### src/hdl/yhr_pkg.sv
// Shared types, widths and coefficient tables for the YIQ hue rotation pipeline.
package yhr_pkg;

    localparam int COEF_FRAC_BITS  = 14;
    localparam int ANGLE_FRAC_BITS = 14;
    localparam int KEEP_FRAC_BITS  = 8;

    localparam int PIX_W  = 8;
    localparam int ANG_W  = 16;
    localparam int COEF_W = COEF_FRAC_BITS + 2;
    localparam int YIQ_W  = 18;
    localparam int ROT_W  = ANG_W + YIQ_W + 1 - ANGLE_FRAC_BITS;
    localparam int NSTG   = 6;

    localparam int CFG_DATA_W = 32;
    localparam int CFG_ADDR_W = 3;

    typedef enum logic {
        REG_COS = 1'b0,
        REG_SIN = 1'b1
    } t_reg_idx;

    typedef logic signed [COEF_W-1:0] t_coef;

    typedef struct packed {
        logic [PIX_W-1:0] red_in;
        logic [PIX_W-1:0] green_in;
        logic [PIX_W-1:0] blue_in;
    } t_pix_in;

    typedef struct packed {
        logic [PIX_W-1:0] red_out;
        logic [PIX_W-1:0] green_out;
        logic [PIX_W-1:0] blue_out;
    } t_pix_out;

    typedef struct packed {
        logic signed [ANG_W-1:0] cos_angle;
        logic signed [ANG_W-1:0] sin_angle;
    } t_angle;

    typedef struct packed {
        logic signed [YIQ_W-1:0] y;
        logic signed [YIQ_W-1:0] i;
        logic signed [YIQ_W-1:0] q;
    } t_yiq;

    typedef struct packed {
        logic signed [ROT_W-1:0] y;
        logic signed [ROT_W-1:0] i;
        logic signed [ROT_W-1:0] q;
    } t_rot;

    typedef struct packed {
        logic mul;
        logic sum;
    } t_stage_en;

    // thousandths to signed fixed point, ties away from zero
    function automatic t_coef milli_to_coef(input int m);
        longint n;
        longint r;
        n = longint'(m) * (longint'(1) <<< COEF_FRAC_BITS);
        if (n >= 0) begin
            r = (n + 500) / 1000;
        end else begin
            r = -((-n + 500) / 1000);
        end
        return COEF_W'(r);
    endfunction

    localparam t_coef YIQ_COEF [3][3] = '{
        '{milli_to_coef(299),  milli_to_coef(587),  milli_to_coef(114)},
        '{milli_to_coef(596),  milli_to_coef(-274), milli_to_coef(-321)},
        '{milli_to_coef(211),  milli_to_coef(-523), milli_to_coef(311)}
    };

    localparam t_coef RGB_COEF [3][3] = '{
        '{milli_to_coef(1000), milli_to_coef(956),   milli_to_coef(621)},
        '{milli_to_coef(1000), milli_to_coef(-272),  milli_to_coef(-647)},
        '{milli_to_coef(1000), milli_to_coef(-1107), milli_to_coef(1705)}
    };

endpackage

### src/hdl/yhr_to_rgb.sv
// YIQ to RGB matrix with rounding, clamp and output register.
module yhr_to_rgb (
    input  logic               i_clk,
    input  yhr_pkg::t_stage_en i_en,
    input  yhr_pkg::t_rot      i_rot,
    output yhr_pkg::t_pix_out  o_pixel
);
    import yhr_pkg::*;

    localparam int P_W = COEF_W + ROT_W;
    localparam int S_W = P_W + 2;
    localparam logic signed [S_W-1:0] HALF   = S_W'(1 <<< (COEF_FRAC_BITS - 1));
    localparam logic signed [S_W-1:0] CLAMP  = S_W'(((1 <<< PIX_W) - 1) <<< KEEP_FRAC_BITS);
    localparam logic [PIX_W-1:0]      PIX_MAX = '1;

    logic signed [ROT_W-1:0] w_rot  [3];
    logic signed [P_W-1:0]   r_prod [3][3];
    logic signed [S_W-1:0]   w_sum  [3];
    logic signed [S_W-1:0]   w_rnd  [3];
    logic [PIX_W-1:0]        w_chan [3];
    t_pix_out                r_pixel;

    assign w_rot[0] = i_rot.y;
    assign w_rot[1] = i_rot.i;
    assign w_rot[2] = i_rot.q;

    always_ff @(posedge i_clk) begin
        if (i_en.mul) begin
            for (int r = 0; r < 3; r++) begin
                for (int c = 0; c < 3; c++) begin
                    r_prod[r][c] <= P_W'(RGB_COEF[r][c] * w_rot[c]);
                end
            end
        end
    end

    always_comb begin
        for (int r = 0; r < 3; r++) begin
            w_sum[r] = S_W'(r_prod[r][0]) + S_W'(r_prod[r][1]) + S_W'(r_prod[r][2]) + HALF;
            w_rnd[r] = w_sum[r] >>> COEF_FRAC_BITS;
            if (w_rnd[r] < 0) begin
                w_chan[r] = '0;
            end else if (w_rnd[r] > CLAMP) begin
                w_chan[r] = PIX_MAX;
            end else begin
                w_chan[r] = w_rnd[r][KEEP_FRAC_BITS +: PIX_W];
            end
        end
    end

    always_ff @(posedge i_clk) begin
        if (i_en.sum) begin
            r_pixel.red_out   <= w_chan[0];
            r_pixel.green_out <= w_chan[1];
            r_pixel.blue_out  <= w_chan[2];
        end
    end

    assign o_pixel = r_pixel;

endmodule

### config.mk
export PLATFORM = sky130hd
export DESIGN_NAME = yhr_to_rgb
export DESIGN_NICKNAME = d
export VERILOG_FILES = /design/src/hdl/yhr_pkg.sv /design/src/hdl/yhr_to_rgb.sv
export SDC_FILE = /design/constraint.sdc
export NUM_CORES = 2
export LEC_CHECK = 0
export BUFFER_PORTS_ARGS = -buffer_cell sky130_fd_sc_hd__buf_2
export CORE_MARGIN = 3
export CORE_UTILIZATION = 60
export CTS_CLUSTER_SIZE = 30
export DETAILED_ROUTE_END_ITERATION = 16
export PLACE_DENSITY = 0.76
export SYNTH_ARGS = -nofsm -noshare
export SYNTH_HDL_FRONTEND = slang
export SYNTH_SLANG_ARGS = --single-unit
### constraint.sdc
create_clock -name i_clk -period 8.5 [get_ports i_clk]
set_clock_uncertainty 0.1 [all_clocks]
set_input_delay 0.425 -clock i_clk [delete_from_list [all_inputs] [get_ports i_clk]]
set_output_delay 0.425 -clock i_clk [all_outputs]
set_load 0.01 [all_outputs]
==> run_results.csv <==
group,metric,value,unit
logic_synthesis,synth-seq-cells,245,
route,ant_nets,0,
cts,insertion_delay,0.54,ns
logic_synthesis,yosysTopAreaCell,"fa_1",
route,wl_per_cell,21.9,um
cts,clkTransAtPathRegs,0.07,ns
setup_path,arrival,7.30,ns
logic_synthesis,synthArstFlopShare,0,
grt,grtUsageTotal,0.314,
logic_synthesis,synth_edf_count,245,
timing,drv_slew,0,
die,coreArea,0.0781,mm2
setup_path,cp_data_required_time,8.68,ns
grt,grt_pass1_vias,34200,
setup_path,r2r_slack,3.35,ns
route,viasPerCell,5.68,
hold_path,hp-class,"input port to register",
setup_path,critPathMaxFanout,13,
run_status,run_status,"finished, final reports clean",
grt,grt_pass1_wl,196000,um
cells_and_area,fillers,6358,
setup_path,worstReg2RegEnd,"o_pixel[11]$_SDFFCE_PN0P_",
route,firstDrtPassIters,6,
route,drc_errors,0,
cells_and_area,insertedDiodeCount,0,
setup_path,cp-endpoint,"r_prod[2][34]$_DFFE_PP_",
timing,tns,0,ns
setup_path,startpoint_type,"input port",
place,routabilityCongestion,1.00,
setup_path,crit_path_end_kind,"register",
timing,worst_slew_pin_slew,1.21,ns
logic_synthesis,synth.most_common_cell,"inv_1",
die,num_rows,102,
timing,max-slew-margin-rel,0.171,
logic_synthesis,synth.top_cell.area_share,0.352,
timing,fmax,140,MHz
logic_synthesis,ys_seq_area_frac,0.154,
setup_path,crit_start,"i_rot[0]",
cells_and_area,nNetsFinal,6345,
die,fp.dieH,288,um
die,initial_utilization,0.612,
grt,grt-ovfl-total,0,
route,first_iter_violations,2453,
setup_path,path_class,"input port to register",
logic_synthesis,ys_warn_count,0,
logic_synthesis,syn_area,0.0478,mm2
logic_synthesis,ys_dominant_reg_cell,"edfxtp_1",
logic_synthesis,netlist_instances,4536,
grt,grt_max_degree,78,
timing,finalHoldViolations,0,
timing,grt_setup_unrepaired,"no",
logic_synthesis,synth_nets,6217,
logic_synthesis,netlist_top_cells_count,"inv_1 (1217), fa_1 (840), ha_1 (775), edfxtp_1 (245), a21oi_1 (194)",
logic_synthesis,synth.area.top_cells,"fa_1 (35%), ha_1 (20%), edfxtp_1 (15%), inv_1 (9.6%), xnor2_1 (2.8%)",
logic_synthesis,ys_types,82,
place,portBuffers,89,
setup_path,r2r_start,"r_prod[2][81]$_DFFE_PP_",
cells_and_area,layout-drive-gt1-share,0.0387,
cts,cts-root-buf,"clkbuf_16",
route,totalWireLength,125000,um
cts,tritoncts.num_buffers,23,
die,dieArea,0.0830,mm2
die,die_width,288,um
timing,fin_crit_sh,0.838,
run,maxCapViolations,0,
place,dpl.hpwl,109000,um
timing,layout_min_cycle_time,7.12,ns
timing,setup_violations,0,
die,ios,90,
setup_path,r2r_cells,11,
cells_and_area,synthToLayoutAreaGrowth,5.70,%
cts,htree_levels,1,
route,vias,32500,
cts,cts_tree,"built",
grt,antenna_found_initial,1,
cts,cts.sinks,245,
logic_synthesis,syn_area_per_cell,10.5,um2
cts,clk_path_buf_depth,3,
[placed cells by master, fill, tap and decap left out, types with 9 or more instances in the layout]
cell	n
a211oi_1	34
o31ai_1	12
inv_1	1217
buf_4	9
o211ai_1	15
o21ai_0	101
nand2b_1	33
xnor2_1	155
ha_1	775
a221oi_1	19
and2_1	17
o21ai_1	10
o31a_1	14
buf_2	87
edfxtp_1	245
nor2_1	161
nand3_1	32
clkbuf_16	23
or3_1	25
o21bai_1	36
nand2_1	90
a2111oi_0	9
dlygate4sd3_1	21
xor2_1	56
a21oi_1	194
a21o_1	90
or2_2	24
nor2b_1	27
nand4_1	19
nor3_1	50
o21a_1	39
a211o_1	9
and3_1	21
o2111ai_1	12
a31oi_1	25
fa_1	840
[metal layers]
layer	global-route usage	vias to the layer above	wire length [um]
met5	0	-	0
li1	-	14900	-
met1	0.441	16400	53400
met2	0.520	1012	59900
met3	0.0448	184	8010
met4	0.0805	0	3880
[final cells by class]
class | instances | area [um2] | area share
Multi-Input combinational cell | 3059 | 35800 | 0.709
Timing Repair Buffer | 118 | 727 | 0.0144
Tap cell | 1040 | 1300 | 0.0258
Inverter | 1217 | 4570 | 0.0905
Clock inverter | 16 | 173 | 0.00342
Clock buffer | 24 | 579 | 0.0115
Sequential cell | 245 | 7360 | 0.146
[critical path: stages]
cell	delay (ns)
buf_2	0.34
ha_1	0.44
xor2_1	0.36
ha_1	0.32
fa_1	0.45
fa_1	0.49
inv_1	0.05
fa_1	0.46
fa_1	0.49
inv_1	0.04
ha_1	0.34
nand3_1	0.13
a2111oi_0	1.03
o21ai_0	0.48
a211oi_1	0.70
o21ai_0	0.23
a311oi_1	0.38
xnor2_1	0.11
[cell families (layout without fill, tap and decap cells)]
group,after synthesis,after routing,share of synthesized area
mux,12,12,0.00262
flops,245,245,0.154
buf+inv,1232,1375,0.0968
simple gates,538,538,0.0568
compound gates,683,683,0.0961
xor+xnor,211,211,0.0387
fa+ha+maj,1615,1615,0.555
[sequential cells by signal, indices dropped and copies added, names as in the netlist]
signal	flops
o_pixel	24
r_prod	221
[per-stage QoR]
stage	hold WS [ns]	instance area [um2]	instances	setup slack [ns]	util
finish	0.276	50500	5719	1.38	0.647
global route	0.256	50500	5719	1.20	0.647
CTS	0.255	50500	5719	1.67	0.647
global placement	0.503	49500	5658	1.22	0.634
detailed placement	0.503	49500	5658	1.13	0.634
floorplan	0.424	47800	4536	2.34	-
[how the worst min path moves through the flow]
stage | from | end | slack, ns | cells past startpoint
6_report | i_rot[0] | r_prod[2][0]$_DFFE_PP_ | 0.28 | 1
5_1_grt | i_rot[0] | r_prod[2][0]$_DFFE_PP_ | 0.26 | 1
3_3_place_gp | i_rot[45] | r_prod[2][77]$_DFFE_PP_ | 0.50 | 1
2_1_floorplan | i_rot[0] | r_prod[2][0]$_DFFE_PP_ | 0.42 | 0
3_5_place_dp | i_rot[62] | r_prod[2][95]$_DFFE_PP_ | 0.50 | 1
4_1_cts | i_rot[0] | r_prod[2][0]$_DFFE_PP_ | 0.25 | 1
[repair_timing]
action,4_1_cts,5_1_grt
gates resized for setup,0,0
hold buffers,21,0
buffers inserted,0,0
endpoints found under the hold margin,21,0
Power is left out: the tool's default activity adds up to more than one toggle a clock period on the data nets, which glitch-free logic cannot reach.
