**src/hdl/yhr_pkg.sv**
```systemverilog
// Shared types, widths and coefficient tables for the YIQ hue rotation pipeline.
package yhr_pkg;

    localparam int COEF_FRAC_BITS  = 14;
    localparam int ANGLE_FRAC_BITS = 14;
    localparam int KEEP_FRAC_BITS  = 8;

    localparam int PIX_W  = 8;
    localparam int ANG_W  = 16;
    localparam int COEF_W = COEF_FRAC_BITS + 2;
    localparam int YIQ_W  = 18;
    localparam int ROT_W  = ANG_W + YIQ_W + 1 - ANGLE_FRAC_BITS;
    localparam int NSTG   = 6;

    localparam int CFG_DATA_W = 32;
    localparam int CFG_ADDR_W = 3;

    typedef enum logic {
        REG_COS = 1'b0,
        REG_SIN = 1'b1
    } t_reg_idx;

    typedef logic signed [COEF_W-1:0] t_coef;

    typedef struct packed {
        logic [PIX_W-1:0] red_in;
        logic [PIX_W-1:0] green_in;
        logic [PIX_W-1:0] blue_in;
    } t_pix_in;

    typedef struct packed {
        logic [PIX_W-1:0] red_out;
        logic [PIX_W-1:0] green_out;
        logic [PIX_W-1:0] blue_out;
    } t_pix_out;

    typedef struct packed {
        logic signed [ANG_W-1:0] cos_angle;
        logic signed [ANG_W-1:0] sin_angle;
    } t_angle;

    typedef struct packed {
        logic signed [YIQ_W-1:0] y;
        logic signed [YIQ_W-1:0] i;
        logic signed [YIQ_W-1:0] q;
    } t_yiq;

    typedef struct packed {
        logic signed [ROT_W-1:0] y;
        logic signed [ROT_W-1:0] i;
        logic signed [ROT_W-1:0] q;
    } t_rot;

    typedef struct packed {
        logic mul;
        logic sum;
    } t_stage_en;

    // thousandths to signed fixed point, ties away from zero
    function automatic t_coef milli_to_coef(input int m);
        longint n;
        longint r;
        n = longint'(m) * (longint'(1) <<< COEF_FRAC_BITS);
        if (n >= 0) begin
            r = (n + 500) / 1000;
        end else begin
            r = -((-n + 500) / 1000);
        end
        return COEF_W'(r);
    endfunction

    localparam t_coef YIQ_COEF [3][3] = '{
        '{milli_to_coef(299),  milli_to_coef(587),  milli_to_coef(114)},
        '{milli_to_coef(596),  milli_to_coef(-274), milli_to_coef(-321)},
        '{milli_to_coef(211),  milli_to_coef(-523), milli_to_coef(311)}
    };

    localparam t_coef RGB_COEF [3][3] = '{
        '{milli_to_coef(1000), milli_to_coef(956),   milli_to_coef(621)},
        '{milli_to_coef(1000), milli_to_coef(-272),  milli_to_coef(-647)},
        '{milli_to_coef(1000), milli_to_coef(-1107), milli_to_coef(1705)}
    };

endpackage

```
**src/hdl/yhr_apb_regs.sv**
```systemverilog
// APB register block holding the cosine and sine of the rotation angle.
module yhr_apb_regs (
    input  logic                           i_clk,
    input  logic                           i_rst_n,
    input  logic                           psel,
    input  logic                           penable,
    input  logic                           pwrite,
    input  logic [yhr_pkg::CFG_ADDR_W-1:0] paddr,
    input  logic [yhr_pkg::CFG_DATA_W-1:0] pwdata,
    output logic [yhr_pkg::CFG_DATA_W-1:0] prdata,
    output logic                           pready,
    output yhr_pkg::t_angle                o_angle
);
    import yhr_pkg::*;

    t_angle   r_angle;
    t_reg_idx w_idx;
    logic     w_wr;

    assign pready = 1'b1;
    assign w_idx  = t_reg_idx'(paddr[2]);
    assign w_wr   = psel && penable && pwrite && pready;

    always_ff @(posedge i_clk) begin
        if (!i_rst_n) begin
            r_angle.cos_angle <= ANG_W'(1 <<< ANGLE_FRAC_BITS);
            r_angle.sin_angle <= '0;
        end else if (w_wr) begin
            unique case (w_idx)
                REG_COS: r_angle.cos_angle <= pwdata[ANG_W-1:0];
                REG_SIN: r_angle.sin_angle <= pwdata[ANG_W-1:0];
                default: ;
            endcase
        end
    end

    always_comb begin
        unique case (w_idx)
            REG_COS: prdata = CFG_DATA_W'(r_angle.cos_angle);
            REG_SIN: prdata = CFG_DATA_W'(r_angle.sin_angle);
            default: prdata = '0;
        endcase
    end

    assign o_angle = r_angle;

endmodule

```
**config.mk**
```make
export PLATFORM = sky130hd
export DESIGN_NAME = yhr_apb_regs
export DESIGN_NICKNAME = d
export VERILOG_FILES = /design/src/hdl/yhr_pkg.sv /design/src/hdl/yhr_apb_regs.sv
export SDC_FILE = /design/constraint.sdc
export NUM_CORES = 1
export LEC_CHECK = 0
export BUFFER_PORTS_ARGS = -buffer_cell sky130_fd_sc_hd__buf_2
export CORE_ASPECT_RATIO = 0.9
export CORE_MARGIN = 2
export CORE_UTILIZATION = 30
export DETAILED_ROUTE_END_ITERATION = 7
export HOLD_SLACK_MARGIN = 0.02
export SLEW_MARGIN = 40
export SYNTH_ARGS = -nofsm -noshare
export SYNTH_HDL_FRONTEND = slang
export SYNTH_SLANG_ARGS = --single-unit
```
**constraint.sdc**
```tcl
create_clock -name i_clk -period 1.4 [get_ports i_clk]
set_input_delay 0.28 -clock i_clk [delete_from_list [all_inputs] [get_ports i_clk]]
set_output_delay 0.28 -clock i_clk [all_outputs]
set_load 0.005 [all_outputs]
```
==> impl_metrics.py, run 1 <==
metrics = {
    "die": {
        "die_y_um": 72.5,
        "floorplan.rows": 24,
        "die_w_um": 80.1,
        "std_cell_core_area_um2": 4920,
        "io_pins": 105,
        "initial_utilization": 0.318,
        "die_area_um2": 5810,
    },
    "pwr": {
        "p_leak_nw": 1.09,
        "power_density_nw_per_um2": 917,
        "report.power.total_mw": 1.88,
        "power.ir.vdd_worst_uv": 305,
    },
    "place": {
        "io_buffers": 85,
        "place_area_um2": 1950,
        "gpl.final_weighted_congestion": 0.687,
        "place.detailed.hpwl_um": 2440,
    },
    "yosys": {
        "postSynthRegisterBits": 32,
        "yosys_warnings": 0,
        "post_synth.cell_area_avg_um2": 9.72,
        "postSynthNetCount": 201,
        "dominantRegCellSynth": "sky130_fd_sc_hd__dfxtp_1",
        "synth_common_cells": "sky130_fd_sc_hd__nand2_1, sky130_fd_sc_hd__dfxtp_1, sky130_fd_sc_hd__mux2i_1",
        "synth.most_common_cell": "sky130_fd_sc_hd__nand2_1",
        "syn_inst": 161,
        "synthDominantAreaCellType": "sky130_fd_sc_hd__dfxtp_1",
        "ys_top_cells_by_area": "sky130_fd_sc_hd__dfxtp_1, sky130_fd_sc_hd__mux2i_1, sky130_fd_sc_hd__mux2_2",
        "synth_largest_type_area_fraction": 0.409,
        "seq_area_frac_synth": 0.409,
        "post_synthesis_instance_area_um2": 1570,
        "count_of_flip_flops_with_a_built_in_enable_after_synthesis": 0,
        "post_synth_num_cell_types": 14,
        "asyncSetResetFlopFracSynth": 0,
    },
    "clock_tree": {
        "clk_latency_ns": 0.27,
        "post-cts-setup-buffer-count": 0,
        "cts_made_buffers": 5,
        "cts-root-to-sink-buffers": 2,
        "cts-hold-fix-buffers": 0,
        "tritoncts_num_sinks": 32,
        "clock-root-buffer": "sky130_fd_sc_hd__clkbuf_8",
        "clock_tree_from_tritoncts": "yes",
        "clkTransAtPathRegs_ns": 0.06,
        "cts_htree_levels": 2,
        "cts.repair.resized": 1,
    },
    "hold_path": {
        "timing.hold.worst.class": "input port to register",
        "min_path_cells": 3,
    },
    "timing": {
        "setup_violations": 0,
        "period_share": 0.973,
        "setup_tns_ns": 0,
        "maxSlewViolCount": 0,
        "finalClockSkew_ns": 0,
        "timing.final.crit_period_ns": 1.36,
        "max_freq_ghz": 0.734,
        "rsz0062_at_grt": "true",
        "final-hold-violation-count": 0,
    },
    "route": {
        "drt-wirelength-per-cell_um": 11.4,
        "drt_first_pass_iters": 4,
        "detail_route.iter0.violations": 42,
        "wirelength_um": 3380,
        "vias": 1285,
        "detail_route.drc_violations": 0,
        "met3_wirelength_um": 239,
        "antenna_left": 0,
        "top_layer_used": "met4",
        "avgViaCountPerCell": 4.33,
        "wl_met2_um": 1510,
        "route.layer.met1.wl_um": 1610,
    },
    "critical_path": {
        "arrival_ns": 1.08,
        "worst-r2r-cell-count": 2,
        "critical_path.max_fanout": 10,
        "critical_path.startpoint_type": "input port",
        "crit_path_end_kind": "primary output",
        "worstPathRequired_ns": 1.12,
        "setup.worst_path.class": "input port to primary output",
    },
    "grt": {
        "number_of_antenna_violations_at_the_first_check_in_global_routing": 0,
        "grt_first_pass_wirelength_um": 5150,
        "global_route.overflow_total": 0,
        "grtUsageTotal": 0.117,
        "grt_start_max_net_pins": 50,
        "first_global_vias": 1119,
    },
    "outcome": {
        "outcome": "finished, final reports clean",
    },
    "layout": {
        "fill_cells": 510,
        "finish.net_count": 271,
        "final_layout_size_suffix_gt1_frac": 0.504,
        "n_antenna_cell": 0,
        "final_design_area_no_fill_um2": 2050,
        "largest_reg_flops": 32,
        "area_growth_pct": 30.8,
    },
    "run": {
        "drv.max_cap_violation_count": 0,
    },
}
cell usage in the layout, fill, tap and decap left out:
cell type / count
sky130_fd_sc_hd__buf_2: 85
sky130_fd_sc_hd__nand2_1: 47
sky130_fd_sc_hd__mux2i_1: 32
sky130_fd_sc_hd__dfxtp_1: 30
sky130_fd_sc_hd__mux2_2: 15
sky130_fd_sc_hd__clkbuf_8: 6
sky130_fd_sc_hd__buf_4: 3
sky130_fd_sc_hd__buf_12: 3
sky130_fd_sc_hd__nor2b_1: 2
sky130_fd_sc_hd__clkinv_2: 2
sky130_fd_sc_hd__dfxtp_2: 2
sky130_fd_sc_hd__mux2_4: 1
sky130_fd_sc_hd__and4b_1: 1
sky130_fd_sc_hd__and4_1: 1
sky130_fd_sc_hd__nand4_1: 1
sky130_fd_sc_hd__conb_1: 1
critical path, stage by stage:
cell and delay, ns:
sky130_fd_sc_hd__buf_2 0.18, sky130_fd_sc_hd__buf_12 0.16, sky130_fd_sc_hd__mux2_2 0.33, sky130_fd_sc_hd__buf_2 0.13
report_power, final:
| part | switching, mW | leakage (nW) | internal (mW) | total, mW |
|---|---|---|---|---|
| combinational | 0.0982 | 0.783 | 0.107 | 0.205 |
| clock | 0.337 | 0.0510 | 0.392 | 0.729 |
| sequential | 0.0134 | 0.260 | 0.931 | 0.944 |
| total | 0.449 | 1.09 | 1.43 | 1.88 |
metal layers:
layer  up-vias  track usage
li1        659            -
met1       574        0.146
met2        50        0.181
met3         2       0.0572
met4         0       0.0339
met5         -            0
kinds of logic after synthesis:
family	synth area share
buf+inv	0.132
flops	0.409
mux	0.320
other cells	0.00240
simple gates	0.137
path summary, 6_finish.rpt:
kind	end	slack (ns)	startpoint
worst min-delay path	o_angle[15]	0.26	pwdata[15]
worst max-delay path	prdata[2]	0.04	paddr[2]
worst min register to register	o_angle[31]	0.47	o_angle[31]
worst max register to register	o_angle[26]	0.79	o_angle[26]
final cells by class:
| cell class | instances | area (um^2) | area share |
|---|---|---|---|
| Multi-Input combinational cell | 101 | 722 | 0.353 |
| Sequential cell | 32 | 643 | 0.314 |
| Timing Repair Buffer | 91 | 508 | 0.248 |
| Clock buffer | 6 | 82.6 | 0.0403 |
| Tap cell | 65 | 81.3 | 0.0397 |
| Clock inverter | 2 | 10.0 | 0.00489 |
through the flow:
stage / utilization / worst slack [ns] / cells / hold slack (ns)
6_report: 0.416 / 0.0379 / 297 / 0.262
5_1_grt: 0.416 / -0.0157 / 297 / 0.258
4_1_cts: 0.415 / 0.0202 / 297 / 0.250
3_5_place_dp: 0.396 / 0.0327 / 289 / 0.461
3_3_place_gp: 0.396 / 0.0440 / 289 / 0.455
2_1_floorplan: - / 0.127 / 161 / 0.422
Note: power is estimated with default switching activity, not from simulation.
==> inputs of run 2 (changes only) <==
==> constraint.sdc (replaced) <==
create_clock -name i_clk -period 1.4 [get_ports i_clk]
set_input_delay 0.28 -clock i_clk [delete_from_list [all_inputs] [get_ports i_clk]]
set_output_delay 0.28 -clock i_clk [all_outputs]
set_load 0.05 [all_outputs]
==> impl_metrics.py, run 2 (same netlist as run 1, synthesis figures left out) <==
metrics = {
    "grt": {
        "global_route.overflow_total": 0,
        "grtUsageTotal": 0.127,
        "number_of_antenna_violations_at_the_first_check_in_global_routing": 0,
        "grt_start_max_net_pins": 50,
        "grt_first_pass_wirelength_um": 5590,
        "first_global_vias": 1130,
    },
    "layout": {
        "finish.net_count": 274,
        "layout.cells.most_common": "sky130_fd_sc_hd__buf_2",
        "final_cell_mix": "sky130_fd_sc_hd__buf_2, sky130_fd_sc_hd__nand2_1, sky130_fd_sc_hd__mux2i_1",
        "largest_reg_flops": 32,
        "final_layout_size_suffix_gt1_frac": 0.511,
        "n_antenna_cell": 0,
        "fill_cells": 474,
        "area_growth_pct": 43.0,
        "final_core_util": 0.455,
    },
    "critical_path": {
        "critical_path.startpoint_type": "register",
        "setup.worst_path.class": "register to primary output",
        "crit_path_end_kind": "primary output",
        "cpMaxStageDelayCell": "sky130_fd_sc_hd__mux2_4",
        "critical_path.max_fanout": 9,
        "arrival_ns": 1.13,
        "crit_chain": "mux2_4 -> buf_6",
        "critical_path_buf_inv_count": 1,
        "max_stage_delay_ns": 0.34,
        "critical-path-top-delay-family": "multiplexers",
        "worstPathRequired_ns": 1.12,
    },
    "pwr": {
        "power.ir.vdd_worst_uv": 489,
        "p_leak_nw": 1.13,
        "power_density_nw_per_um2": 986,
        "report.power.total_mw": 2.21,
    },
    "timing": {
        "max_freq_ghz": 0.709,
        "timing.final.crit_period_ns": 1.41,
        "period_share": 1.01,
        "rsz0062_at_grt": "true",
        "setup_violations": 17,
        "maxSlewViolCount": 0,
        "final-hold-violation-count": 0,
        "layout_setup_ws_ns": -0.00998,
        "finalClockSkew_ns": 0,
    },
    "route": {
        "drt_first_pass_iters": 4,
        "detail_route.iter0.violations": 33,
        "antenna_left": 0,
        "drt-wirelength-per-cell_um": 12.3,
        "detail_route.drc_violations": 0,
        "wirelength_um": 3680,
        "vias": 1320,
        "avgViaCountPerCell": 4.40,
    },
    "die": {
        "initial_utilization": 0.318,
        "die_w_um": 80.1,
        "die_y_um": 72.5,
        "std_cell_core_area_um2": 4920,
        "die_area_um2": 5810,
        "floorplan.rows": 24,
        "io_pins": 105,
    },
    "clock_tree": {
        "cts_htree_levels": 2,
        "tritoncts_num_sinks": 32,
        "cts-root-to-sink-buffers": 2,
        "cts-hold-fix-buffers": 0,
        "clock-root-buffer": "sky130_fd_sc_hd__clkbuf_8",
        "clock_tree_from_tritoncts": "yes",
        "clkTransAtPathRegs_ns": 0.07,
        "cts_made_buffers": 5,
        "clk_latency_ns": 0.28,
    },
    "outcome": {
        "outcome": "complete, but fails checks",
        "failed_checks": "setup timing",
    },
    "place": {
        "io_buffers": 85,
        "gpl.final_weighted_congestion": 0.643,
        "preCtsSetupSlack_ns": -0.0208,
        "place.detailed.hpwl_um": 2630,
    },
    "hold_path": {
        "timing.hold.worst.class": "input port to register",
    },
    "run": {
        "drv.max_cap_violation_count": 0,
    },
}
-- run 2: cell types whose count changed in the layout (fill, tap and decap cells not counted) --
cell / before / now
sky130_fd_sc_hd__bufinv_16: 0 / 1
sky130_fd_sc_hd__clkbuf_8: 6 / 5
sky130_fd_sc_hd__mux2_4: 1 / 2
sky130_fd_sc_hd__buf_12: 3 / 4
sky130_fd_sc_hd__buf_8: 0 / 1
sky130_fd_sc_hd__clkinvlp_4: 0 / 1
sky130_fd_sc_hd__buf_6: 0 / 16
sky130_fd_sc_hd__buf_2: 85 / 60
sky130_fd_sc_hd__buf_4: 3 / 12
sky130_fd_sc_hd__clkinv_2: 2 / 1
-- run 2: layout make-up --
cell class / count / area (um^2) / share of cell area
Clock inverter: 3 / 42.5 / 0.0190
Timing Repair Buffer: 93 / 666 / 0.297
Clock buffer: 5 / 68.8 / 0.0307
Tap cell: 65 / 81.3 / 0.0363
Sequential cell: 32 / 643 / 0.287
Multi-Input combinational cell: 102 / 737 / 0.329
-- run 2: path summary, 6_finish.rpt --
kind / cells after the start / startpoint / slack (ns) / to
worst min register to register: 2 / o_angle[25] / 0.47 / o_angle[25]
worst max register to register: 3 / o_angle[31] / 0.73 / o_angle[31]
worst min-delay path: 3 / pwdata[14] / 0.26 / o_angle[14]
worst max-delay path: 2 / o_angle[31] / -0.01 / prdata[21]
-- run 2: worst reg2reg max path, stage by stage, from the launching register on --
cell	delay, ns
sky130_fd_sc_hd__dfxtp_2	0.34
sky130_fd_sc_hd__buf_4	0.11
sky130_fd_sc_hd__nand2_1	0.04
sky130_fd_sc_hd__mux2i_1	0.11
-- run 2: repair_timing --
action | in CTS | in global routing
resized for setup | 31 | 13
setup endpoints to repair | 25 | 25
gates cloned | 1 | 0
buffers inserted | 0 | 1
-- run 2: stage by stage --
stage	TNS [ns]	instance area [um^2]	cells	hold WS, ns
global route	-0.960	2240	300	0.262
CTS	-0.381	2180	299	0.244
floorplan	0	1570	161	0.422
global placement	-0.175	1970	290	0.454
finish	-0.123	2240	300	0.257
detailed placement	-0.450	1970	290	0.457
-- run 2: report_power, final --
group | internal (mW) | total [mW] | leakage, nW | switching (mW)
registers | 0.931 | 0.945 | 0.260 | 0.0144
logic | 0.132 | 0.392 | 0.820 | 0.260
clock network | 0.526 | 0.869 | 0.0541 | 0.343
total | 1.59 | 2.21 | 1.13 | 0.617
-- run 2: per-layer routing --
metal  track usage  part of all wire  vias up  routed length, um
li1              -                 -      661                  -
met1         0.170              0.45      590               1670
met2         0.189              0.45       62               1660
met3        0.0410             0.083        7                307
met4        0.0508             0.014        0                 50
met5             0                 0        -                  0
