**src/hdl/yhr_pkg.sv**
```systemverilog
// Shared types, widths and coefficient tables for the YIQ hue rotation pipeline.
package yhr_pkg;

    localparam int COEF_FRAC_BITS  = 14;
    localparam int ANGLE_FRAC_BITS = 14;
    localparam int KEEP_FRAC_BITS  = 8;

    localparam int PIX_W  = 8;
    localparam int ANG_W  = 16;
    localparam int COEF_W = COEF_FRAC_BITS + 2;
    localparam int YIQ_W  = 18;
    localparam int ROT_W  = ANG_W + YIQ_W + 1 - ANGLE_FRAC_BITS;
    localparam int NSTG   = 6;

    localparam int CFG_DATA_W = 32;
    localparam int CFG_ADDR_W = 3;

    typedef enum logic {
        REG_COS = 1'b0,
        REG_SIN = 1'b1
    } t_reg_idx;

    typedef logic signed [COEF_W-1:0] t_coef;

    typedef struct packed {
        logic [PIX_W-1:0] red_in;
        logic [PIX_W-1:0] green_in;
        logic [PIX_W-1:0] blue_in;
    } t_pix_in;

    typedef struct packed {
        logic [PIX_W-1:0] red_out;
        logic [PIX_W-1:0] green_out;
        logic [PIX_W-1:0] blue_out;
    } t_pix_out;

    typedef struct packed {
        logic signed [ANG_W-1:0] cos_angle;
        logic signed [ANG_W-1:0] sin_angle;
    } t_angle;

    typedef struct packed {
        logic signed [YIQ_W-1:0] y;
        logic signed [YIQ_W-1:0] i;
        logic signed [YIQ_W-1:0] q;
    } t_yiq;

    typedef struct packed {
        logic signed [ROT_W-1:0] y;
        logic signed [ROT_W-1:0] i;
        logic signed [ROT_W-1:0] q;
    } t_rot;

    typedef struct packed {
        logic mul;
        logic sum;
    } t_stage_en;

    // thousandths to signed fixed point, ties away from zero
    function automatic t_coef milli_to_coef(input int m);
        longint n;
        longint r;
        n = longint'(m) * (longint'(1) <<< COEF_FRAC_BITS);
        if (n >= 0) begin
            r = (n + 500) / 1000;
        end else begin
            r = -((-n + 500) / 1000);
        end
        return COEF_W'(r);
    endfunction

    localparam t_coef YIQ_COEF [3][3] = '{
        '{milli_to_coef(299),  milli_to_coef(587),  milli_to_coef(114)},
        '{milli_to_coef(596),  milli_to_coef(-274), milli_to_coef(-321)},
        '{milli_to_coef(211),  milli_to_coef(-523), milli_to_coef(311)}
    };

    localparam t_coef RGB_COEF [3][3] = '{
        '{milli_to_coef(1000), milli_to_coef(956),   milli_to_coef(621)},
        '{milli_to_coef(1000), milli_to_coef(-272),  milli_to_coef(-647)},
        '{milli_to_coef(1000), milli_to_coef(-1107), milli_to_coef(1705)}
    };

endpackage

```
**src/hdl/yhr_to_yiq.sv**
```systemverilog
// RGB to YIQ matrix: product stage, then sum and round stage.
module yhr_to_yiq (
    input  logic               i_clk,
    input  yhr_pkg::t_stage_en i_en,
    input  yhr_pkg::t_pix_in   i_pixel,
    output yhr_pkg::t_yiq      o_yiq
);
    import yhr_pkg::*;

    localparam int P_W   = COEF_W + PIX_W + 1;
    localparam int S_W   = P_W + 2;
    localparam int SHIFT = COEF_FRAC_BITS - KEEP_FRAC_BITS;
    localparam logic signed [S_W-1:0] HALF = S_W'(1 <<< (SHIFT - 1));

    logic [PIX_W-1:0]        w_pix  [3];
    logic signed [P_W-1:0]   r_prod [3][3];
    logic signed [S_W-1:0]   w_sum  [3];
    logic signed [YIQ_W-1:0] w_rnd  [3];
    t_yiq                    r_yiq;

    assign w_pix[0] = i_pixel.red_in;
    assign w_pix[1] = i_pixel.green_in;
    assign w_pix[2] = i_pixel.blue_in;

    always_ff @(posedge i_clk) begin
        if (i_en.mul) begin
            for (int r = 0; r < 3; r++) begin
                for (int c = 0; c < 3; c++) begin
                    r_prod[r][c] <= P_W'(YIQ_COEF[r][c] * $signed({1'b0, w_pix[c]}));
                end
            end
        end
    end

    always_comb begin
        for (int r = 0; r < 3; r++) begin
            w_sum[r] = S_W'(r_prod[r][0]) + S_W'(r_prod[r][1]) + S_W'(r_prod[r][2]) + HALF;
            w_rnd[r] = YIQ_W'(w_sum[r] >>> SHIFT);
        end
    end

    always_ff @(posedge i_clk) begin
        if (i_en.sum) begin
            r_yiq.y <= w_rnd[0];
            r_yiq.i <= w_rnd[1];
            r_yiq.q <= w_rnd[2];
        end
    end

    assign o_yiq = r_yiq;

endmodule

```
**config.mk**
```make
export PLATFORM = sky130hd
export DESIGN_NAME = yhr_to_yiq
export DESIGN_NICKNAME = d
export VERILOG_FILES = /design/src/hdl/yhr_pkg.sv /design/src/hdl/yhr_to_yiq.sv
export SDC_FILE = /design/constraint.sdc
export NUM_CORES = 1
export LEC_CHECK = 0
export ABC_AREA = 1
export BUFFER_PORTS_ARGS = -buffer_cell sky130_fd_sc_hd__buf_2
export CORE_ASPECT_RATIO = 0.5
export CORE_UTILIZATION = 65
export DETAILED_ROUTE_END_ITERATION = 10
export PLACE_DENSITY = 0.79
export SYNTH_ARGS = -nofsm -noshare
export SYNTH_HDL_FRONTEND = slang
export SYNTH_SLANG_ARGS = --single-unit
```
**constraint.sdc**
```tcl
create_clock -name i_clk -period 8 [get_ports i_clk]
set_clock_uncertainty 0.1 [all_clocks]
set_input_delay 1.2 -clock i_clk [delete_from_list [all_inputs] [get_ports i_clk]]
set_output_delay 1.2 -clock i_clk [all_outputs]
set_load 0.02 [all_outputs]
```
==> flow_summary.yaml, run 1 <==
status:
  status: "complete, no violations"
logic_synthesis:
  synth_cell_types: 39
  synth_top_family_by_area: "adder cells"
  synth_commonest_cells: "inv_1 (656), nand2_1 (580), ha_1 (501), fa_1 (263), edfxtp_1 (236)"
  yosysSeqAreaShare_pct: 24.93
  ys_warn_count: 0
  synth_top_area_cell: "edfxtp_1"
  synthSimpleGateAreaFrac_pct: 14.61
  synth-edff-count: 236
  synth_seq_cells: 236
  synth-main-ff-cell: "edfxtp_1"
  synth_nets: 3928
  yosys.area_share.xor_xnor_pct: 4.529
  yosysMostFrequentCell: "inv_1"
  syn_area_per_cell_um2: 9.061
  yosysTopAreaCellShare_pct: 24.93
  synthMuxAreaShare_pct: 0
  async_reset_ff_share_pct: 0
  ys_top_cells_by_area: "edfxtp_1 (25%), ha_1 (22%), fa_1 (19%)"
  synth_compound_area_share_pct: 6.576
  synth_adder_area_share_pct: 40.58
  syn_inst: 3137
  syn_area_mm2: 0.02842
sta:
  setup_viol: 0
  finalHoldViolations: 0
  rsz0062_at_grt: "false"
  relSlewSlack_pct: 29.12
  setup_tns_ps: 0
  slew_violations: 0
  max_freq_mhz: 192.2
  fin_crit_ps: 5204
  period_share_pct: 65.05
  worst_pin_slew_ps: 1063
finish:
  area_growth_pct: 6.770
  fin_nets: 4033
  num-fill-cells: 3341
  drive_above_1_share_pct: 4.908
clock_network:
  cts_num_sinks: 236
  clk_pin_slew_ps: 60
  cts_hold_buf: 0
  clk_path_buf_depth: 3
  cts_root_buf: "clkbuf_16"
  worstSkewPairLatency_ps: 550
  cts_htree_levels: 1
  numCtsBuffers: 24
  cts.repair.resized: 0
  post_cts_buffers: 0
  cts_tree: "yes"
placed_design:
  dpl.hpwl_um: 64790
  io_buffers: 80
  place.gp.congestion: 0.9693
min_path:
  hold_path_class: "reg -> reg"
setup_path:
  critPathKind: "in -> reg"
  crit_required_ps: 8190
  cp_data_arrival_time_ps: 5390
  worstSetupStartpointType: "primary input"
  path_max_fanout: 12
  end_kind: "flop"
flow_run:
  max_cap_violations: 0
global_route:
  grt_max_degree: 87
  grt_pass1_wl_um: 118400
  overflow: 0
  grt_pass1_vias: 21490
  grt_usage_pct: 35.17
  antenna_found_initial: 10
drt:
  routed_wl_um: 76400
  initialDrtViolationCount: 1699
  drc: 0
  routed_via_density: 5.646
  drtPass1Iterations: 6
  wire_per_inst_um: 19.91
  num_vias: 21670
  antenna_left: 0
floorplanning:
  start_util_pct: 66.77
  row_count: 53
  io_pins: 81
  fp.dieW_um: 297.7
  die-area_mm2: 0.04462
  die_h_um: 149.9
  coreArea_mm2: 0.04257
[final timing paths]
path                            depth (start not counted)                       to  slack [ps]               startpoint
worst max-delay path                                   17  r_prod[2][46]$_DFFE_PP_        2800              i_pixel[10]
worst min-delay path                                    2      o_yiq[17]$_DFFE_PP_         570  r_prod[2][49]$_DFFE_PP_
worst max register to register                         12      o_yiq[52]$_DFFE_PP_        4820   r_prod[2][1]$_DFFE_PP_
worst min register to register                          2      o_yiq[17]$_DFFE_PP_         570  r_prod[2][49]$_DFFE_PP_
[cells in the final DEF, fill, tap and decap left out, types with 4 or more instances in the layout]
cell type / count
inv_1: 656
nand2_1: 580
ha_1: 501
fa_1: 263
edfxtp_1: 236
a21oi_1: 182
nor2_1: 173
nand3_1: 152
xor2_1: 118
buf_2: 79
o21ai_0: 76
nand4_1: 34
xnor2_1: 29
clkbuf_16: 25
a21o_1: 17
o21bai_1: 15
nand2_2: 14
nor3_1: 13
o21a_1: 11
or2_2: 9
a31oi_1: 9
clkinv_2: 6
o21ai_2: 6
o31ai_1: 6
nor3_2: 5
o21ai_1: 4
clkinv_1: 4
clkbuf_1: 4
[state kept, by name, indices dropped and copies added, names as in the netlist]
signal  count
r_prod    182
o_yiq      54
[through the flow]
stage | setup slack, ps | cells | hold slack (ps) | instance area [µm²] | utilization [%]
4_1_cts | 2804 | 3837 | 571.8 | 30350 | 71.28
5_1_grt | 2450 | 3837 | 576.5 | 30350 | 71.28
3_3_place_gp | 2304 | 3793 | 567.0 | 29550 | 69.41
6_report | 2796 | 3838 | 574.0 | 30350 | 71.29
3_5_place_dp | 2268 | 3793 | 563.1 | 29550 | 69.41
2_1_floorplan | 2776 | 3137 | 467.0 | 28420 | -
[worst max-delay path, cell delays in order]
cell	delay (ps)
buf_2	210
fa_1	770
inv_1	160
fa_1	640
inv_1	120
fa_1	540
inv_1	50
fa_1	520
inv_1	70
ha_1	350
inv_1	90
o21ai_0	110
o21bai_1	190
a21oi_1	170
nand3_1	100
nand2_1	60
nand2_1	50
[layout make-up]
class	count	area (µm²)	area share, %
multi-input combinational	2240	18840	62.09
tap	577	721.9	2.379
clock buffer	29	640.6	2.111
clock inverter	15	156.4	0.5153
timing repair buffer	83	429.2	1.414
antenna	1	2.502	0.008245
inverter	657	2467	8.130
sequential	236	7087	23.35
[layer usage]
layer  vias up  part of all wire, %  track usage [%]
li1      10390                    -                -
met1     10420                   47            51.02
met2       700                   42            53.72
met3       141                  8.6            7.143
met4        12                  2.8            9.536
met5         -                0.092                0
[kinds of logic after synthesis]
kind of cell | after synthesis
buffers and inverters | 661
and+or+nand+nor | 994
adders and majority gates | 764
xor gates and xnor gates | 147
DFF | 236
AOI/OAI and AO/OA | 335
Power of run 1 is not shown: default switching activity piles up to over one toggle a cycle in this logic, so the estimate is an artifact.
==> run 2, diff against run 1 <==
CORE_UTILIZATION = 59   (was 65)
PLACE_DENSITY = 0.75   (was 0.79)
clock period = 4.2 ns   (was 8 ns; I/O delays follow)
==> run 2 against run 1 <==
  * Cell count increased by 9.7%
  * Utilization down 1.3 points
  * First-iteration DRC count shrank 3.6%
  * Wire length is 1.7% higher
  * Worst hold slack got worse by 200 ps
  * Sequential cell count is the same
  * Sequential share of layout area is 1.9 points lower
  * Critical path depth decreased by 3
  * Non-clock buffer count increased by 314
  * Final area increased by 8.7%
  * Critical path type unchanged
  * Critical endpoint is now r_prod[1][18]$_DFFE_PP_
==> flow_summary.yaml, run 2 (synthesis results as in run 1) <==
status:
  status: "complete, no violations"
finish:
  final_cell_mix: "inv_1 (649), nand2_1 (573), ha_1 (488)"
  area_growth_pct: 16.10
  largest_register_ffs: 182
  utilization_pct: 69.98
  multi_input_area_mm2: 0.01907
  seqCellArea_mm2: 0.007087
  regMostFlops: "r_prod"
  num-fill-cells: 3747
  fin_nets: 4346
  mostFrequentLayoutCell: "inv_1"
  diodes: 0
  drive_above_1_share_pct: 14.53
setup_path:
  path_max_fanout: 4
  crit_required_ps: 4390
  slowest_delay_ps: 550
  critPathKind: "in -> reg"
  cp_data_arrival_time_ps: 4340
  crit_slowest_cell: "fa_2"
  end_kind: "flop"
  worstPathCellList: "buf_2 > fa_2 > buf_4 > fa_1 > inv_1 > fa_1 > fa_1 > inv_1 > ha_1 > a21o_1 > o21bai_1 > a21oi_1 > nand2_1 > xor2_1"
  worstSetupStartpointType: "primary input"
  critPathMostFrequentCell: "fa_1"
  r2r_setup_slack_ps: 1050
sta:
  rsz0062_at_grt: "true"
  worst_pin_slew_ps: 891.2
  fin_crit_ps: 4149
  finalHoldViolations: 0
  max_freq_mhz: 241.0
  relSlewSlack_pct: 40.59
  slew_violations: 0
  period_share_pct: 98.80
  setup_tns_ps: 0
  setup_viol: 0
clock_network:
  cts_num_sinks: 236
  worstSkewPairLatency_ps: 550
  cts_tree: "yes"
  cts_root_buf: "clkbuf_16"
  clk_path_buf_depth: 3
  cts_htree_levels: 1
  clk_pin_slew_ps: 80
  numCtsBuffers: 23
placed_design:
  place.gp.congestion: 1.029
  io_buffers: 80
  dpl.hpwl_um: 66960
drt:
  routed_via_density: 5.398
  initialDrtViolationCount: 1638
  antenna_left: 0
  drc: 0
  routed_wl_um: 77740
  drtPass1Iterations: 6
  num_vias: 22720
  wire_per_inst_um: 18.47
min_path:
  hold_path_class: "in -> reg"
global_route:
  grt_pass1_vias: 23010
  grt_pass1_wl_um: 122300
  grt_max_degree: 89
  antenna_found_initial: 1
  grt_usage_pct: 32.83
  overflow: 0
floorplanning:
  die_h_um: 157.2
  io_pins: 81
  row_count: 56
  coreArea_mm2: 0.04716
  start_util_pct: 60.28
  die-area_mm2: 0.04911
  fp.dieW_um: 312.4
flow_run:
  max_cap_violations: 0
[run 2: final timing paths]
kind / startpoint / endpoint / cells after the start
max: i_pixel[0] / r_prod[1][18]$_DFFE_PP_ / 14
min: i_pixel[20] / r_prod[2][54]$_DFFE_PP_ / 2
max reg2reg: r_prod[2][54]$_DFFE_PP_ / o_yiq[13]$_DFFE_PP_ / 11
min reg2reg: r_prod[0][46]$_DFFE_PP_ / o_yiq[52]$_DFFE_PP_ / 3
[run 2: metal layers]
metal,global-route usage (%),part of all wire [%]
met2,51.38,43
met3,9.025,10
met5,0,0
met1,45.08,44
met4,8.543,2.4
[run 2: final cells by class]
type                       count  area share, %
multi-input combinational   2240          57.78
sequential                   236          21.47
timing repair buffer         397          8.607
inverter                     657          7.477
tap                          638          2.419
clock buffer                  32          1.846
clock inverter                 9         0.3981
[run 2: what timing repair did]
| item | in CTS | in global routing |
|---|---|---|
| hold buffers | 0 | 0 |
| gates resized for setup | 0 | 33 |
| setup buffers | 0 | 5 |
| endpoints found under the setup margin | 0 | 17 |
| endpoints found under the hold margin | 0 | 0 |
[run 2: through the flow]
| step | setup slack, ps | instances | cell area [µm²] | hold WS [ps] |
|---|---|---|---|---|
| floorplan | -33.38 | 3137 | 28530 | 467.0 |
| global placement | -364.5 | 4163 | 32090 | 639.8 |
| detailed placement | -448.3 | 4163 | 32090 | 659.0 |
| CTS | 118.0 | 4204 | 32830 | 345.4 |
| global route | -11.79 | 4209 | 33000 | 362.4 |
| finish | 50.51 | 4209 | 33000 | 372.6 |
[run 2: critical path: cells and delay by family]
family,cells,cell delay [ps]
AOI/OAI and AO/OA,3,630
xor gates and xnor gates,1,140
adders and majority gates,5,2440
buffers and inverters,4,390
and+or+nand+nor,1,110
Power of run 2 is left out for the same reason.
==> run 3, diff against run 2 <==
CORE_UTILIZATION = 25   (was 59)
PLACE_DENSITY = 0.36   (was 0.75)
==> run 3 against run 2 <==
  * Global-route usage shrank 16 points
  * Final area up 5.4%
  * Non-clock buffer count rose by 68
  * Wire length increased by 21%
  * Fmax grew 2.3%
  * Register-to-register slack about the same
==> flow_summary.yaml, run 3 (synthesis results as in run 1) <==
status:
  status: "complete, no violations"
clock_network:
  clk_pin_slew_ps: 80
  cts_num_sinks: 236
  cts_tree: "yes"
  clk_path_buf_depth: 3
  worstSkewPairLatency_ps: 620
  post_cts_buffers: 0
  cts_htree_levels: 1
  cts_hold_buf: 0
  cts_root_buf: "clkbuf_16"
  numCtsBuffers: 30
setup_path:
  worstPathCellList: "buf_2 > fa_2 > inv_2 > fa_1 > fa_1 > fa_1 > inv_1 > ha_1 > nand2_1 > o21ai_0 > inv_1 > o21a_1 > nand3_1 > nand2_1"
  crit_required_ps: 4460
  path_max_fanout: 7
  crit_slowest_cell: "fa_2"
  slowest_delay_ps: 740
  critPathKind: "in -> reg"
  worstSetupStartpointType: "primary input"
  critPathMostFrequentCell: "fa_1"
  cp_data_arrival_time_ps: 4310
  end_kind: "flop"
flow_run:
  max_cap_violations: 0
min_path:
  hold_path_class: "in -> reg"
global_route:
  grt_max_degree: 79
  grt_pass1_wl_um: 143200
  grt_pass1_vias: 23230
  overflow: 0
  antenna_found_initial: 10
  grt_usage_pct: 16.70
finish:
  fin_nets: 4421
  num-fill-cells: 12010
  regMostFlops: "r_prod"
  drive_above_1_share_pct: 15.82
  mostFrequentLayoutCell: "inv_1"
  area_growth_pct: 22.38
  final_cell_mix: "inv_1 (649), nand2_1 (578), ha_1 (495)"
  stdcell_area_mm2: 0.03479
  largest_register_ffs: 182
placed_design:
  io_buffers: 80
  dpl.hpwl_um: 83480
  place.gp.congestion: 0.9024
  placed_area_mm2: 0.03374
sta:
  finalHoldViolations: 0
  max_freq_mhz: 246.6
  setup_viol: 0
  fin_crit_ps: 4056
  slew_violations: 0
  worst_pin_slew_ps: 869.7
  relSlewSlack_pct: 42.02
  rsz0062_at_grt: "true"
  period_share_pct: 96.56
drt:
  drc: 0
  routed_via_density: 4.282
  drtPass1Iterations: 5
  routed_wl_um: 94290
  num_vias: 22130
  antenna_left: 0
  initialDrtViolationCount: 1219
  wire_per_inst_um: 18.24
floorplanning:
  die-area_mm2: 0.1151
  io_pins: 81
  row_count: 87
  start_util_pct: 25.23
  die_h_um: 240.4
  fp.dieW_um: 478.9
  coreArea_mm2: 0.1127
## run 3: per-layer routing
layer / part of all wire, % / vias up / global-route usage, %
li1: - / 11170 / -
met4: 1.5 / 0 / 2.688
met3: 4.4 / 53 / 2.004
met1: 51 / 10630 / 24.56
met2: 43 / 276 / 26.35
met5: 0 / - / 0
## run 3: worst paths after layout
kind                            from                 endpoint  slack (ps)  cells past startpoint
max                       i_pixel[8]  r_prod[2][47]$_DFFE_PP_         140                     14
min                      i_pixel[11]  r_prod[0][28]$_DFFE_PP_         380                      2
max reg2reg   r_prod[2][1]$_DFFE_PP_      o_yiq[52]$_DFFE_PP_        1040                     12
min reg2reg  r_prod[2][49]$_DFFE_PP_      o_yiq[17]$_DFFE_PP_         580                      2
## run 3: final cells by class
class	instances	area (µm²)	share of cell area, %
well taps	1513	1893	5.442
repair buffers	465	3349	9.629
diodes	1	2.502	0.007194
multi-input cells	2240	18960	54.50
clock inverters	22	262.8	0.7553
flip-flops and latches	236	7087	20.37
clock buffers	34	765.7	2.201
inverters	657	2467	7.093
## run 3: worst max-delay path: cells and delay by family
family	cells	cell delay, ps
compound gates	2	480
fa+ha+maj	5	2620
buf+inv	4	380
simple gates	3	210
## run 3: what timing repair did
| action | 4_1_cts | 5_1_grt |
|---|---|---|
| endpoints found under the hold margin | 0 | 0 |
| resized for setup | 0 | 4 |
| endpoints found under the setup margin | 0 | 4 |
## run 3: through the flow
step / worst slack [ps] / TNS, ps / util, % / hold WS (ps) / instances
floorplan: -33.38 / -34.95 / - / 467.0 / 3137
global placement: -480.6 / -20280 / 29.95 / 602.3 / 5111
detailed placement: -482.0 / -20520 / 29.95 / 592.9 / 5111
CTS: 175.3 / 0 / 30.86 / 321.7 / 5167
global route: -18.13 / -22.32 / 30.87 / 354.4 / 5167
finish: 144.5 / 0 / 30.88 / 376.4 / 5168
Power of run 3 is left out for the same reason.
